<file path="config.mk">
export PLATFORM = sky130hd
export DESIGN_NAME = roi_weighted_centroid_moments_unit_flat
export DESIGN_NICKNAME = d
export VERILOG_FILES = /design/src/rwcm_pkg.sv /design/src/rwcm_intf.sv /design/src/rwcm_mul.sv /design/src/rwcm_div.sv /design/src/roi_weighted_centroid_moments_unit.sv /design/src/flat_wrapper.sv
export SDC_FILE = /design/constraint.sdc
export NUM_CORES = 2
export LEC_CHECK = 0
export ABC_AREA = 1
export ABC_CLOCK_PERIOD_IN_PS = 11800
export BUFFER_PORTS_ARGS = -buffer_cell sky130_fd_sc_hd__buf_2
export CORE_MARGIN = 2
export CORE_UTILIZATION = 35
export DETAILED_ROUTE_END_ITERATION = 10
export GPL_TIMING_DRIVEN = 0
export PLACE_DENSITY = 0.59
export SETUP_SLACK_MARGIN = 0.2
export SYNTH_ARGS = -nofsm -noshare
export SYNTH_HDL_FRONTEND = slang
export SYNTH_SLANG_ARGS = --single-unit
</file>
<file path="constraint.sdc">
create_clock -name clk -period 11.8 [get_ports clk]
set_input_delay 0.59 -clock clk [delete_from_list [all_inputs] [get_ports clk]]
set_output_delay 0.59 -clock clk [all_outputs]
set_load 0.02 [all_outputs]
</file>
<file path="src/rwcm_pkg.sv">
package rwcm_pkg;

    localparam int COORD_BITS = 12;
    localparam int PIXEL_BITS = 16;
    localparam int LABEL_BITS = 16;

    localparam int PIX_W      = 16;
    localparam int LAB_W      = 16;
    localparam int ROI_W      = 12;
    localparam int CFG_DATA_W = 16;
    localparam int CFG_IDX_W  = 3;

    localparam int TOT_W  = 40;
    localparam int S1_W   = 52;
    localparam int S2_W   = 64;
    localparam int MEAN_W = 20;
    localparam int VAR_W  = 32;
    localparam int FRAC_W = 8;

    localparam logic [CFG_IDX_W-1:0] REG_BACKGROUND = 3'd0;
    localparam logic [CFG_IDX_W-1:0] REG_USE_MASK   = 3'd1;
    localparam logic [CFG_IDX_W-1:0] REG_TARGET     = 3'd2;
    localparam logic [CFG_IDX_W-1:0] REG_COL_MIN    = 3'd3;
    localparam logic [CFG_IDX_W-1:0] REG_COL_MAX    = 3'd4;
    localparam logic [CFG_IDX_W-1:0] REG_ROW_MIN    = 3'd5;
    localparam logic [CFG_IDX_W-1:0] REG_ROW_MAX    = 3'd6;

    // products of the shared multiplier
    localparam int XW_W    = COORD_BITS + PIXEL_BITS;
    localparam int XXW_W   = XW_W + COORD_BITS;
    localparam int MUL_A_W = (XW_W > MEAN_W) ? XW_W : MEAN_W;
    localparam int MUL_B0  = (COORD_BITS > PIXEL_BITS) ? COORD_BITS : PIXEL_BITS;
    localparam int MUL_B_W = (MUL_B0 > MEAN_W) ? MUL_B0 : MEAN_W;
    localparam int MUL_P_W = MUL_A_W + MUL_B_W;

    // divider: numerator scaled by 2^FRAC_W
    localparam int DIV_NUM_W = S2_W;
    localparam int DIV_DEN_W = TOT_W;
    localparam int DIV_Q_W   = DIV_NUM_W + FRAC_W;
    localparam int DIV_CNT_W = $clog2(DIV_Q_W);

    typedef struct packed {
        logic busy;
        logic done;
    } div_stat_t;

endpackage

</file>
<file path="src/rwcm_intf.sv">
interface rwcm_pix_if;
    import rwcm_pkg::*;
    logic             valid;
    logic             ready;
    logic [PIX_W-1:0] pixel_value;
    logic [LAB_W-1:0] pixel_label;
    modport source (output valid, pixel_value, pixel_label, input ready);
    modport sink   (input valid, pixel_value, pixel_label, output ready);
endinterface

interface rwcm_res_if;
    import rwcm_pkg::*;
    logic              valid;
    logic              ready;
    logic [TOT_W-1:0]  intensity_total;
    logic [MEAN_W-1:0] centroid_col;
    logic [MEAN_W-1:0] centroid_row;
    logic [VAR_W-1:0]  variance_col;
    logic [VAR_W-1:0]  variance_row;
    logic              stats_valid;
    modport source (output valid, intensity_total, centroid_col, centroid_row,
                    variance_col, variance_row, stats_valid, input ready);
    modport sink   (input valid, intensity_total, centroid_col, centroid_row,
                    variance_col, variance_row, stats_valid, output ready);
endinterface

</file>
<file path="src/rwcm_mul.sv">
module rwcm_mul (
    input  logic                          clk,
    input  logic [rwcm_pkg::MUL_A_W-1:0]  a,
    input  logic [rwcm_pkg::MUL_B_W-1:0]  b,
    output logic [rwcm_pkg::MUL_P_W-1:0]  prod
);
    import rwcm_pkg::*;

    logic [MUL_P_W-1:0] prod_reg;

    always_ff @(posedge clk)
    begin
        prod_reg <= MUL_P_W'(a) * MUL_P_W'(b);
    end

    assign prod = prod_reg;

endmodule

</file>
<file path="src/rwcm_div.sv">
module rwcm_div (
    input  logic                            clk,
    input  logic                            rst_n,
    input  logic                            start,
    input  logic [rwcm_pkg::DIV_NUM_W-1:0]  num,
    input  logic [rwcm_pkg::DIV_DEN_W-1:0]  den,
    output rwcm_pkg::div_stat_t             stat,
    output logic [rwcm_pkg::DIV_NUM_W-1:0]  quo
);
    import rwcm_pkg::*;

    logic                 busy_reg;
    logic                 done_reg;
    logic [DIV_CNT_W-1:0] cnt_reg;
    logic [DIV_DEN_W-1:0] rem_reg;
    logic [DIV_DEN_W-1:0] den_reg;
    logic [DIV_Q_W-1:0]   shift_reg;

    logic [DIV_DEN_W:0]   trial;
    logic [DIV_DEN_W:0]   diff;
    logic                 ge;
    logic [DIV_DEN_W-1:0] rem_next;

    // restoring division, one quotient bit per cycle
    always_comb
    begin
        trial    = {rem_reg, shift_reg[DIV_Q_W-1]};
        diff     = trial - {1'b0, den_reg};
        ge       = trial >= {1'b0, den_reg};
        rem_next = ge ? diff[DIV_DEN_W-1:0] : trial[DIV_DEN_W-1:0];
    end

    always_ff @(posedge clk or negedge rst_n)
    begin
        if (!rst_n)
        begin
            busy_reg <= 1'b0;
            done_reg <= 1'b0;
            cnt_reg  <= '0;
        end
        else
        begin
            done_reg <= 1'b0;
            if (start)
            begin
                busy_reg <= 1'b1;
                cnt_reg  <= DIV_CNT_W'(DIV_Q_W - 1);
            end
            else if (busy_reg)
            begin
                cnt_reg <= cnt_reg - 1'b1;
                if (cnt_reg == '0)
                begin
                    busy_reg <= 1'b0;
                    done_reg <= 1'b1;
                end
            end
        end
    end

    always_ff @(posedge clk)
    begin
        if (start)
        begin
            shift_reg <= {num, {FRAC_W{1'b0}}};
            rem_reg   <= '0;
            den_reg   <= den;
        end
        else if (busy_reg)
        begin
            shift_reg <= {shift_reg[DIV_Q_W-2:0], ge};
            rem_reg   <= rem_next;
        end
    end

    // saturate the scaled quotient to the numerator width
    assign quo = (|shift_reg[DIV_Q_W-1:DIV_NUM_W]) ? '1 : shift_reg[DIV_NUM_W-1:0];

    assign stat.busy = busy_reg;
    assign stat.done = done_reg;

endmodule

</file>
<file path="src/roi_weighted_centroid_moments_unit.sv">
// counted pixel: S_XW, S_XXW, S_YW, S_YYW, S_ACC (shared multiplier runs four products)
// region end: four 72-step divisions in the shared divider
// plus one multiplier pass per axis for the squared mean
// the next region's pixels are taken while its result waits in the output register
// reset (asynchronous, active low): config and counters to zero, accumulators cleared
module roi_weighted_centroid_moments_unit (
    input  logic                             clk,
    input  logic                             rst_n,
    input  logic                             cfg_we,
    input  logic [rwcm_pkg::CFG_IDX_W-1:0]   cfg_index,
    input  logic [rwcm_pkg::CFG_DATA_W-1:0]  cfg_data,
    rwcm_pix_if.sink                         pix,
    rwcm_res_if.source                       res
);
    import rwcm_pkg::*;

    localparam logic [3:0] S_IDLE = 4'd0;
    localparam logic [3:0] S_XW   = 4'd1;
    localparam logic [3:0] S_XXW  = 4'd2;
    localparam logic [3:0] S_YW   = 4'd3;
    localparam logic [3:0] S_YYW  = 4'd4;
    localparam logic [3:0] S_ACC  = 4'd5;
    localparam logic [3:0] S_FIN  = 4'd6;
    localparam logic [3:0] S_DM   = 4'd7;
    localparam logic [3:0] S_DV   = 4'd8;
    localparam logic [3:0] S_SQ   = 4'd9;
    localparam logic [3:0] S_LOAD = 4'd10;

    logic [3:0] state_reg, state_next;

    logic [PIX_W-1:0] bg_reg;
    logic             mask_reg;
    logic [LAB_W-1:0] tgt_reg;
    logic [ROI_W-1:0] cmin_reg, cmax_reg, rmin_reg, rmax_reg;

    logic [COORD_BITS-1:0] col_reg, row_reg, x_reg, y_reg;
    logic [PIXEL_BITS-1:0] w_reg;
    logic                  last_reg;

    logic [TOT_W-1:0] sum_int_reg;
    logic [S1_W-1:0]  sum_c_reg, sum_r_reg;
    logic [S2_W-1:0]  sum_cc_reg, sum_rr_reg;

    logic [XW_W-1:0]  xw_reg, yw_reg;
    logic [XXW_W-1:0] xxw_reg;

    logic              axis_reg;
    logic [MEAN_W-1:0] m_reg, cmean_reg, rmean_reg;
    logic [S2_W-1:0]   m2_reg;
    logic [VAR_W-1:0]  cvar_reg, rvar_reg;

    logic              res_valid_reg;
    logic [TOT_W-1:0]  res_tot_reg;
    logic [MEAN_W-1:0] res_cmean_reg, res_rmean_reg;
    logic [VAR_W-1:0]  res_cvar_reg, res_rvar_reg;
    logic              res_flag_reg;

    logic [PIXEL_BITS-1:0] pix_v;
    logic [PIX_W-1:0]      pix_ext;
    logic [LABEL_BITS-1:0] lab_v, tgt_v;
    logic [PIXEL_BITS-1:0] w_in;
    logic                  counted, row_end, last, accept;
    logic [COORD_BITS-1:0] cmin_c, cmax_c, rmin_c, rmax_c;

    logic [MUL_A_W-1:0] mul_a;
    logic [MUL_B_W-1:0] mul_b;
    logic [MUL_P_W-1:0] prod;

    logic                 div_start;
    logic [DIV_NUM_W-1:0] div_num;
    logic [DIV_NUM_W-1:0] quo;
    div_stat_t            dstat;

    logic [TOT_W:0] int_add;
    logic [S1_W:0]  c_add, r_add;
    logic [S2_W:0]  cc_add, rr_add;

    logic [MEAN_W-1:0] m_clamp;
    logic [VAR_W-1:0]  sq;
    logic [S2_W-1:0]   var_full;
    logic [VAR_W-1:0]  var_sat;

    logic load_ok, bound_wr, restart;
    logic [COORD_BITS-1:0] cfg_coord;

    rwcm_mul u_mul (
        .clk  (clk),
        .a    (mul_a),
        .b    (mul_b),
        .prod (prod)
    );

    rwcm_div u_div (
        .clk   (clk),
        .rst_n (rst_n),
        .start (div_start),
        .num   (div_num),
        .den   (sum_int_reg),
        .stat  (dstat),
        .quo   (quo)
    );

    always_comb
    begin
        cmin_c  = COORD_BITS'(cmin_reg);
        cmax_c  = COORD_BITS'(cmax_reg);
        rmin_c  = COORD_BITS'(rmin_reg);
        rmax_c  = COORD_BITS'(rmax_reg);
        pix_v   = PIXEL_BITS'(pix.pixel_value);
        pix_ext = PIX_W'(pix_v);
        lab_v   = LABEL_BITS'(pix.pixel_label);
        tgt_v   = LABEL_BITS'(tgt_reg);
        w_in    = PIXEL_BITS'(pix_ext - bg_reg);
        counted = (!mask_reg || (lab_v == tgt_v)) && (pix_ext > bg_reg);
        row_end = col_reg >= cmax_c;
        last    = row_end && (row_reg >= rmax_c);
        accept  = pix.valid && pix.ready;
    end

    // saturating accumulate, carry out means clamp
    always_comb
    begin
        int_add = {1'b0, sum_int_reg} + (TOT_W + 1)'(w_reg);
        c_add   = {1'b0, sum_c_reg} + (S1_W + 1)'(xw_reg);
        r_add   = {1'b0, sum_r_reg} + (S1_W + 1)'(yw_reg);
        cc_add  = {1'b0, sum_cc_reg} + (S2_W + 1)'(xxw_reg);
        rr_add  = {1'b0, sum_rr_reg} + (S2_W + 1)'(prod[XXW_W-1:0]);
    end

    always_comb
    begin
        mul_a = '0;
        mul_b = '0;
        unique case (state_reg)
            S_XW:
            begin
                mul_a = MUL_A_W'(x_reg);
                mul_b = MUL_B_W'(w_reg);
            end
            S_XXW:
            begin
                mul_a = MUL_A_W'(prod[XW_W-1:0]);
                mul_b = MUL_B_W'(x_reg);
            end
            S_YW:
            begin
                mul_a = MUL_A_W'(y_reg);
                mul_b = MUL_B_W'(w_reg);
            end
            S_YYW:
            begin
                mul_a = MUL_A_W'(prod[XW_W-1:0]);
                mul_b = MUL_B_W'(y_reg);
            end
            S_DV:
            begin
                mul_a = MUL_A_W'(m_reg);
                mul_b = MUL_B_W'(m_reg);
            end
            default:
            begin
                mul_a = '0;
                mul_b = '0;
            end
        endcase
    end

    always_comb
    begin
        div_start = ((state_reg == S_FIN) && (sum_int_reg != '0))
                 || ((state_reg == S_DM) && dstat.done)
                 || ((state_reg == S_SQ) && !axis_reg);
        unique case (state_reg)
            S_FIN:   div_num = DIV_NUM_W'(sum_c_reg);
            S_DM:    div_num = axis_reg ? sum_rr_reg : sum_cc_reg;
            S_SQ:    div_num = DIV_NUM_W'(sum_r_reg);
            default: div_num = '0;
        endcase
    end

    // variance = mean of squares minus floor(m*m / 256), clamped at zero
    always_comb
    begin
        m_clamp  = (|quo[DIV_NUM_W-1:MEAN_W]) ? '1 : quo[MEAN_W-1:0];
        sq       = prod[2*MEAN_W-1:FRAC_W];
        var_full = (m2_reg > S2_W'(sq)) ? (m2_reg - S2_W'(sq)) : '0;
        var_sat  = (|var_full[S2_W-1:VAR_W]) ? '1 : var_full[VAR_W-1:0];
    end

    always_comb
    begin
        load_ok   = (state_reg == S_LOAD) && (!res_valid_reg || res.ready);
        bound_wr  = cfg_we && ((cfg_index == REG_COL_MIN) || (cfg_index == REG_COL_MAX)
                            || (cfg_index == REG_ROW_MIN) || (cfg_index == REG_ROW_MAX));
        restart   = load_ok || bound_wr;
        cfg_coord = COORD_BITS'(cfg_data[ROI_W-1:0]);
    end

    always_comb
    begin
        state_next = state_reg;
        unique case (state_reg)
            S_IDLE:
            begin
                if (accept)
                begin
                    if (counted)
                        state_next = S_XW;
                    else if (last)
                        state_next = S_FIN;
                end
            end
            S_XW:  state_next = S_XXW;
            S_XXW: state_next = S_YW;
            S_YW:  state_next = S_YYW;
            S_YYW: state_next = S_ACC;
            S_ACC: state_next = last_reg ? S_FIN : S_IDLE;
            S_FIN: state_next = (sum_int_reg != '0) ? S_DM : S_LOAD;
            S_DM:
            begin
                if (dstat.done)
                    state_next = S_DV;
            end
            S_DV:
            begin
                if (dstat.done)
                    state_next = S_SQ;
            end
            S_SQ:   state_next = axis_reg ? S_LOAD : S_DM;
            S_LOAD:
            begin
                if (load_ok)
                    state_next = S_IDLE;
            end
            default: state_next = S_IDLE;
        endcase
    end

    always_ff @(posedge clk or negedge rst_n)
    begin
        if (!rst_n)
        begin
            state_reg     <= S_IDLE;
            bg_reg        <= '0;
            mask_reg      <= 1'b0;
            tgt_reg       <= '0;
            cmin_reg      <= '0;
            cmax_reg      <= '0;
            rmin_reg      <= '0;
            rmax_reg      <= '0;
            col_reg       <= '0;
            row_reg       <= '0;
            sum_int_reg   <= '0;
            sum_c_reg     <= '0;
            sum_r_reg     <= '0;
            sum_cc_reg    <= '0;
            sum_rr_reg    <= '0;
            res_valid_reg <= 1'b0;
        end
        else
        begin
            state_reg <= state_next;

            if (cfg_we)
            begin
                unique case (cfg_index)
                    REG_BACKGROUND: bg_reg   <= cfg_data;
                    REG_USE_MASK:   mask_reg <= cfg_data[0];
                    REG_TARGET:     tgt_reg  <= cfg_data;
                    REG_COL_MIN:    cmin_reg <= cfg_data[ROI_W-1:0];
                    REG_COL_MAX:    cmax_reg <= cfg_data[ROI_W-1:0];
                    REG_ROW_MIN:    rmin_reg <= cfg_data[ROI_W-1:0];
                    REG_ROW_MAX:    rmax_reg <= cfg_data[ROI_W-1:0];
                    default:        ;
                endcase
            end

            // raster position; a bound write reloads from the new minimums
            if (bound_wr)
            begin
                col_reg <= (cfg_index == REG_COL_MIN) ? cfg_coord : cmin_c;
                row_reg <= (cfg_index == REG_ROW_MIN) ? cfg_coord : rmin_c;
            end
            else if (accept)
            begin
                if (last)
                begin
                    col_reg <= cmin_c;
                    row_reg <= rmin_c;
                end
                else if (row_end)
                begin
                    col_reg <= cmin_c;
                    row_reg <= row_reg + 1'b1;
                end
                else
                begin
                    col_reg <= col_reg + 1'b1;
                end
            end

            if (restart)
            begin
                sum_int_reg <= '0;
                sum_c_reg   <= '0;
                sum_r_reg   <= '0;
                sum_cc_reg  <= '0;
                sum_rr_reg  <= '0;
            end
            else if (state_reg == S_ACC)
            begin
                sum_int_reg <= int_add[TOT_W] ? '1 : int_add[TOT_W-1:0];
                sum_c_reg   <= c_add[S1_W] ? '1 : c_add[S1_W-1:0];
                sum_r_reg   <= r_add[S1_W] ? '1 : r_add[S1_W-1:0];
                sum_cc_reg  <= cc_add[S2_W] ? '1 : cc_add[S2_W-1:0];
                sum_rr_reg  <= rr_add[S2_W] ? '1 : rr_add[S2_W-1:0];
            end

            if (load_ok)
                res_valid_reg <= 1'b1;
            else if (res.ready)
                res_valid_reg <= 1'b0;
        end
    end

    always_ff @(posedge clk)
    begin
        if (accept)
        begin
            x_reg    <= col_reg;
            y_reg    <= row_reg;
            w_reg    <= w_in;
            last_reg <= last;
        end

        unique case (state_reg)
            S_XXW: xw_reg  <= prod[XW_W-1:0];
            S_YW:  xxw_reg <= prod[XXW_W-1:0];
            S_YYW: yw_reg  <= prod[XW_W-1:0];
            S_FIN: axis_reg <= 1'b0;
            S_DM:
            begin
                if (dstat.done)
                    m_reg <= m_clamp;
            end
            S_DV:
            begin
                if (dstat.done)
                    m2_reg <= quo;
            end
            S_SQ:
            begin
                if (axis_reg)
                begin
                    rmean_reg <= m_reg;
                    rvar_reg  <= var_sat;
                end
                else
                begin
                    cmean_reg <= m_reg;
                    cvar_reg  <= var_sat;
                    axis_reg  <= 1'b1;
                end
            end
            default: ;
        endcase

        if (load_ok)
        begin
            res_tot_reg  <= sum_int_reg;
            res_flag_reg <= sum_int_reg != '0;
            if (sum_int_reg != '0)
            begin
                res_cmean_reg <= cmean_reg;
                res_rmean_reg <= rmean_reg;
                res_cvar_reg  <= cvar_reg;
                res_rvar_reg  <= rvar_reg;
            end
            else
            begin
                res_cmean_reg <= '0;
                res_rmean_reg <= '0;
                res_cvar_reg  <= '0;
                res_rvar_reg  <= '0;
            end
        end
    end

    assign pix.ready           = (state_reg == S_IDLE);
    assign res.valid           = res_valid_reg;
    assign res.intensity_total = res_tot_reg;
    assign res.centroid_col    = res_cmean_reg;
    assign res.centroid_row    = res_rmean_reg;
    assign res.variance_col    = res_cvar_reg;
    assign res.variance_row    = res_rvar_reg;
    assign res.stats_valid     = res_flag_reg;

    a_busy_blocks_input: assert property (@(posedge clk) disable iff (!rst_n)
        dstat.busy |-> !pix.ready)
        else $error("pixel request taken while divider busy");

    a_done_in_div_state: assert property (@(posedge clk) disable iff (!rst_n)
        dstat.done |-> (state_reg == S_DM || state_reg == S_DV))
        else $error("divider finished outside a division step");

    a_load_restarts: assert property (@(posedge clk) disable iff (!rst_n)
        load_ok |=> (res.valid && sum_int_reg == '0 && state_reg == S_IDLE))
        else $error("result load did not restart the region");

    a_flag_matches_total: assert property (@(posedge clk) disable iff (!rst_n)
        res.valid |-> (res.stats_valid == (res.intensity_total != '0)))
        else $error("stats flag disagrees with total");

endmodule

</file>
<file path="src/flat_wrapper.sv">
// flat-port wrapper written by rule: the top's interface ports become plain ports
module roi_weighted_centroid_moments_unit_flat import rwcm_pkg::*;
  (clk, rst_n, cfg_we, cfg_index, cfg_data, pix_valid, pix_pixel_value, pix_pixel_label, pix_ready, res_valid, res_intensity_total, res_centroid_col, res_centroid_row, res_variance_col, res_variance_row, res_stats_valid, res_ready);
  rwcm_pix_if pix_i ();
  rwcm_res_if res_i ();
  input  logic clk;
  input  logic rst_n;
  input  logic cfg_we;
  input  logic [rwcm_pkg::CFG_IDX_W-1:0] cfg_index;
  input  logic [rwcm_pkg::CFG_DATA_W-1:0] cfg_data;
  input wire logic [$bits(pix_i.valid)-1:0] pix_valid;
  input wire logic [$bits(pix_i.pixel_value)-1:0] pix_pixel_value;
  input wire logic [$bits(pix_i.pixel_label)-1:0] pix_pixel_label;
  output wire logic [$bits(pix_i.ready)-1:0] pix_ready;
  output wire logic [$bits(res_i.valid)-1:0] res_valid;
  output wire logic [$bits(res_i.intensity_total)-1:0] res_intensity_total;
  output wire logic [$bits(res_i.centroid_col)-1:0] res_centroid_col;
  output wire logic [$bits(res_i.centroid_row)-1:0] res_centroid_row;
  output wire logic [$bits(res_i.variance_col)-1:0] res_variance_col;
  output wire logic [$bits(res_i.variance_row)-1:0] res_variance_row;
  output wire logic [$bits(res_i.stats_valid)-1:0] res_stats_valid;
  input wire logic [$bits(res_i.ready)-1:0] res_ready;
  assign pix_i.valid = pix_valid;
  assign pix_i.pixel_value = pix_pixel_value;
  assign pix_i.pixel_label = pix_pixel_label;
  assign pix_ready = pix_i.ready;
  assign res_valid = res_i.valid;
  assign res_intensity_total = res_i.intensity_total;
  assign res_centroid_col = res_i.centroid_col;
  assign res_centroid_row = res_i.centroid_row;
  assign res_variance_col = res_i.variance_col;
  assign res_variance_row = res_i.variance_row;
  assign res_stats_valid = res_i.stats_valid;
  assign res_i.ready = res_ready;
  roi_weighted_centroid_moments_unit u_core (.clk(clk), .rst_n(rst_n), .cfg_we(cfg_we), .cfg_index(cfg_index), .cfg_data(cfg_data), .pix(pix_i), .res(res_i));
endmodule
</file>
==> impl_metrics.toml <==
[setup_path]
critPathKind = "reg2reg"
timing.rr.end = "u_core.u_mul.prod[29]"
end_kind = "flip-flop"
crit_slowest_cell = "clkbuf_1"
crit_buf_inv = 9
cp_top_family = "adder cells"
cp-start-kind = "flip-flop"
r2r_cells = 29
reg2reg_from = "u_core.state_reg[0]"
crit_fanout = 10
crit_path_frequent_cell = "inv_1"
cp.required_ns = 12.46
critPathArrivalTime_ns = 10.41
r2r_setup_slack_ns = 2.05
crit_path_max_incr_delay_ns = 0.82

[power]
powerDensity_nw_per_um2 = 103
total_power_w = 0.00926
p_int_w = 0.00670
pwr-share-seq = 0.449
power_frac_clock = 0.443
p_sw_w = 0.00256
vdd_drop_max_mv = 0.166
sw_frac_of_total = 0.277
power_leakage_nw = 41.5
pwr-share-comb = 0.109

[hold_path]
holdPathStages = 3
hp-class = "in2reg"
min_from = "cfg_data[13]"
whs_endpoint = "u_core.tgt_reg[13]"

[layout]
finalCoreUtilization = 0.395
multi_input_area_um2 = 43200
fin_cells = 13800
drive_above_1_share = 0.0580
regArea_um2 = 28800
n_fill_cell = 23600
largest_register_ffs = 72
final_nets = 11500
postLayoutCellArea_um2 = 89800
area.growth.synth_to_final_pct = 12.3
layout_common_cells = "2507 x nand2_1, 1836 x inv_1, 969 x nor2_1"
final_common_cell = "nand2_1"

[detailed_routing]
viasPerCell = 5.25
routed-via-count = 72300
dr.first_iter.drc_count = 7740
post_drt_wl_per_cell_um = 23.0
wl_um = 317000
drc = 0
drtAntennaViolNets = 0
drt-pass1-iter-count = 6

[sta]
rsz0062_at_grt = "false"
finalHoldViolations = 0
clock-skew-final_ns = 0.0366
fin_hold_ws_ns = 0.102
min_period_ns = 9.75
worst_pin_slew_ns = 1.50
finalSetupViolCount = 0
slew-limit-headroom = 0.00284
timing.final.crit_share = 0.827
fmax_ghz = 0.103
drv_slew = 0

[placement]
hpwlAfterDp_um = 256000
port_buffers = 201
dpl_cell_area_um2 = 85400
dp_cells = 13500
gp_congestion = 1.01

[clock_tree]
path_clk_slew_ns = 0.06
htree_levels = 4
clock_sinks = 1054
numCtsBuffers = 130
clk_path_buf_depth = 3
root_buffer = "clkbuf_16"
clk_latency_ns = 0.82
cts_tree = "built"

[floorplan]
chipWidth_um = 482
ios = 203
die_h_um = 482
fp.coreArea_um2 = 227000
start_util = 0.352
dieArea_um2 = 232000
placementRows = 175

[outcome]
failed_checks = "capacitance limit"
run_status = "finished, violations left"

[synth]
synth-seq-area-share = 0.360
ys_ff_latch = 1054
synth_area_um2 = 79900
synth_ff_type = "edfxtp_1"
ys.warnings.count = 0
netlist_instances = 10300
ys_async_sr_fraction = 0.371
netlist.top_cell.by_area = "edfxtp_1"
synth_top_area_frac = 0.216
synthTopCellsByArea = "edfxtp_1 22%, dfrtp_1 12%, nand2_1 12%"
syn_avg_cell_area_um2 = 7.78
ys_types = 68
synth_edf_count = 575

[grt]
track_usage = 0.271
grt_overflow = 0
grt_max_degree = 106
antenna_found_initial = 23
grt_pass1_wl_um = 464000
grt_pass1_vias = 70600

[run]
drv_cap = 1
[worst max path at each step]
stage | end | slack (ns) | depth (start not counted) | start
floorplan | u_core.u_mul.prod[29] | 3.44 | 31 | u_core.state_reg[3]
global placement | u_core.sum_c_reg[48] | -0.95 | 10 | u_core.state_reg[0]
detailed placement | u_core.u_mul.prod[29] | 2.27 | 30 | u_core.state_reg[0]
CTS | u_core.u_mul.prod[29] | 2.25 | 29 | u_core.state_reg[0]
global route | u_core.u_mul.prod[29] | 1.65 | 31 | u_core.state_reg[0]
finish | u_core.u_mul.prod[29] | 2.05 | 29 | u_core.state_reg[0]
[layout make-up]
class,count,area share
clock buffer,160,0.0382
inverter,1873,0.0783
timing repair buffer,226,0.0172
sequential,1054,0.321
tap,3009,0.0419
antenna,9,0.000251
clock inverter,76,0.00970
buffer,264,0.0124
multi-input combinational,7115,0.481
[tightest hold or removal path: cells and delay by family]
family	cells	cell delay [ns]
AOI/OAI and AO/OA	1	0.08
buffers and inverters	2	0.17
[timing repair]
| action | CTS | global route |
|---|---|---|
| hold buffers | 1 | 0 |
| resized for setup | 0 | 0 |
| buffers inserted | 0 | 0 |
| endpoints found under the hold margin | 70 | 0 |
[cell usage after synthesis (all sizes together), types with 5 or more instances]
master     n
edfxtp   575
and3      15
nor2     988
nand4     94
xor2     167
nor3     133
nand2   2524
nand3b    11
clkinv     8
inv     1865
or2       57
a22oi      7
nand3    528
o21a      13
o22ai     76
buf       47
a21o      52
and2       8
a31oi     43
nor4      49
ha       383
fa       446
xnor2     90
clkbuf   217
a211oi     5
dfxtp     88
a21oi    430
o211ai    56
a21boi    15
dfrtp    391
o31ai      8
o21ai    828
o21bai    35
o221ai     7
[layer usage]
layer / vias to the layer above / track usage / wire length [um]
met1: 35200 / 0.386 / 141000
met5: - / 0 / 103
met2: 2912 / 0.407 / 136000
met4: 14 / 0.111 / 14300
met3: 516 / 0.0441 / 25900
li1: 33600 / - / -
[power groups by stage]
stage	sequential (W)	combinational, W	clock [W]
6_report	0.00416	0.00100	0.00410
3_3_place_gp	0.00422	0.000973	0
4_1_cts	0.00415	0.00100	0.00418
3_5_place_dp	0.00422	0.000995	0
5_1_grt	0.00416	0.00114	0.00431
2_1_floorplan	0.00411	0.000686	0
[logic make-up (layout without fill, tap and decap cells)]
logic type               Yosys count  in the layout  share of synthesized area
flip-flops                      1054           1054                      0.360
AND/OR/NAND/NOR                 4411           4411                      0.229
adder cells (fa/ha/maj)          829            829                      0.172
buffers and inverters           2137           2599                      0.102
other                              2             37                  0.0000939
XOR/XNOR                         257            257                     0.0282
AO/OA/AOI/OAI                   1590           1590                      0.109
[metrics by stage]
stage               setup slack (ns)  setup TNS (ns)
finish                          2.05               0
global route                    1.65               0
CTS                             2.25               0
detailed placement              2.27               0
global placement              -0.949         -139.24
floorplan                       3.44               0
Note: power is estimated with default switching activity, not from simulation.
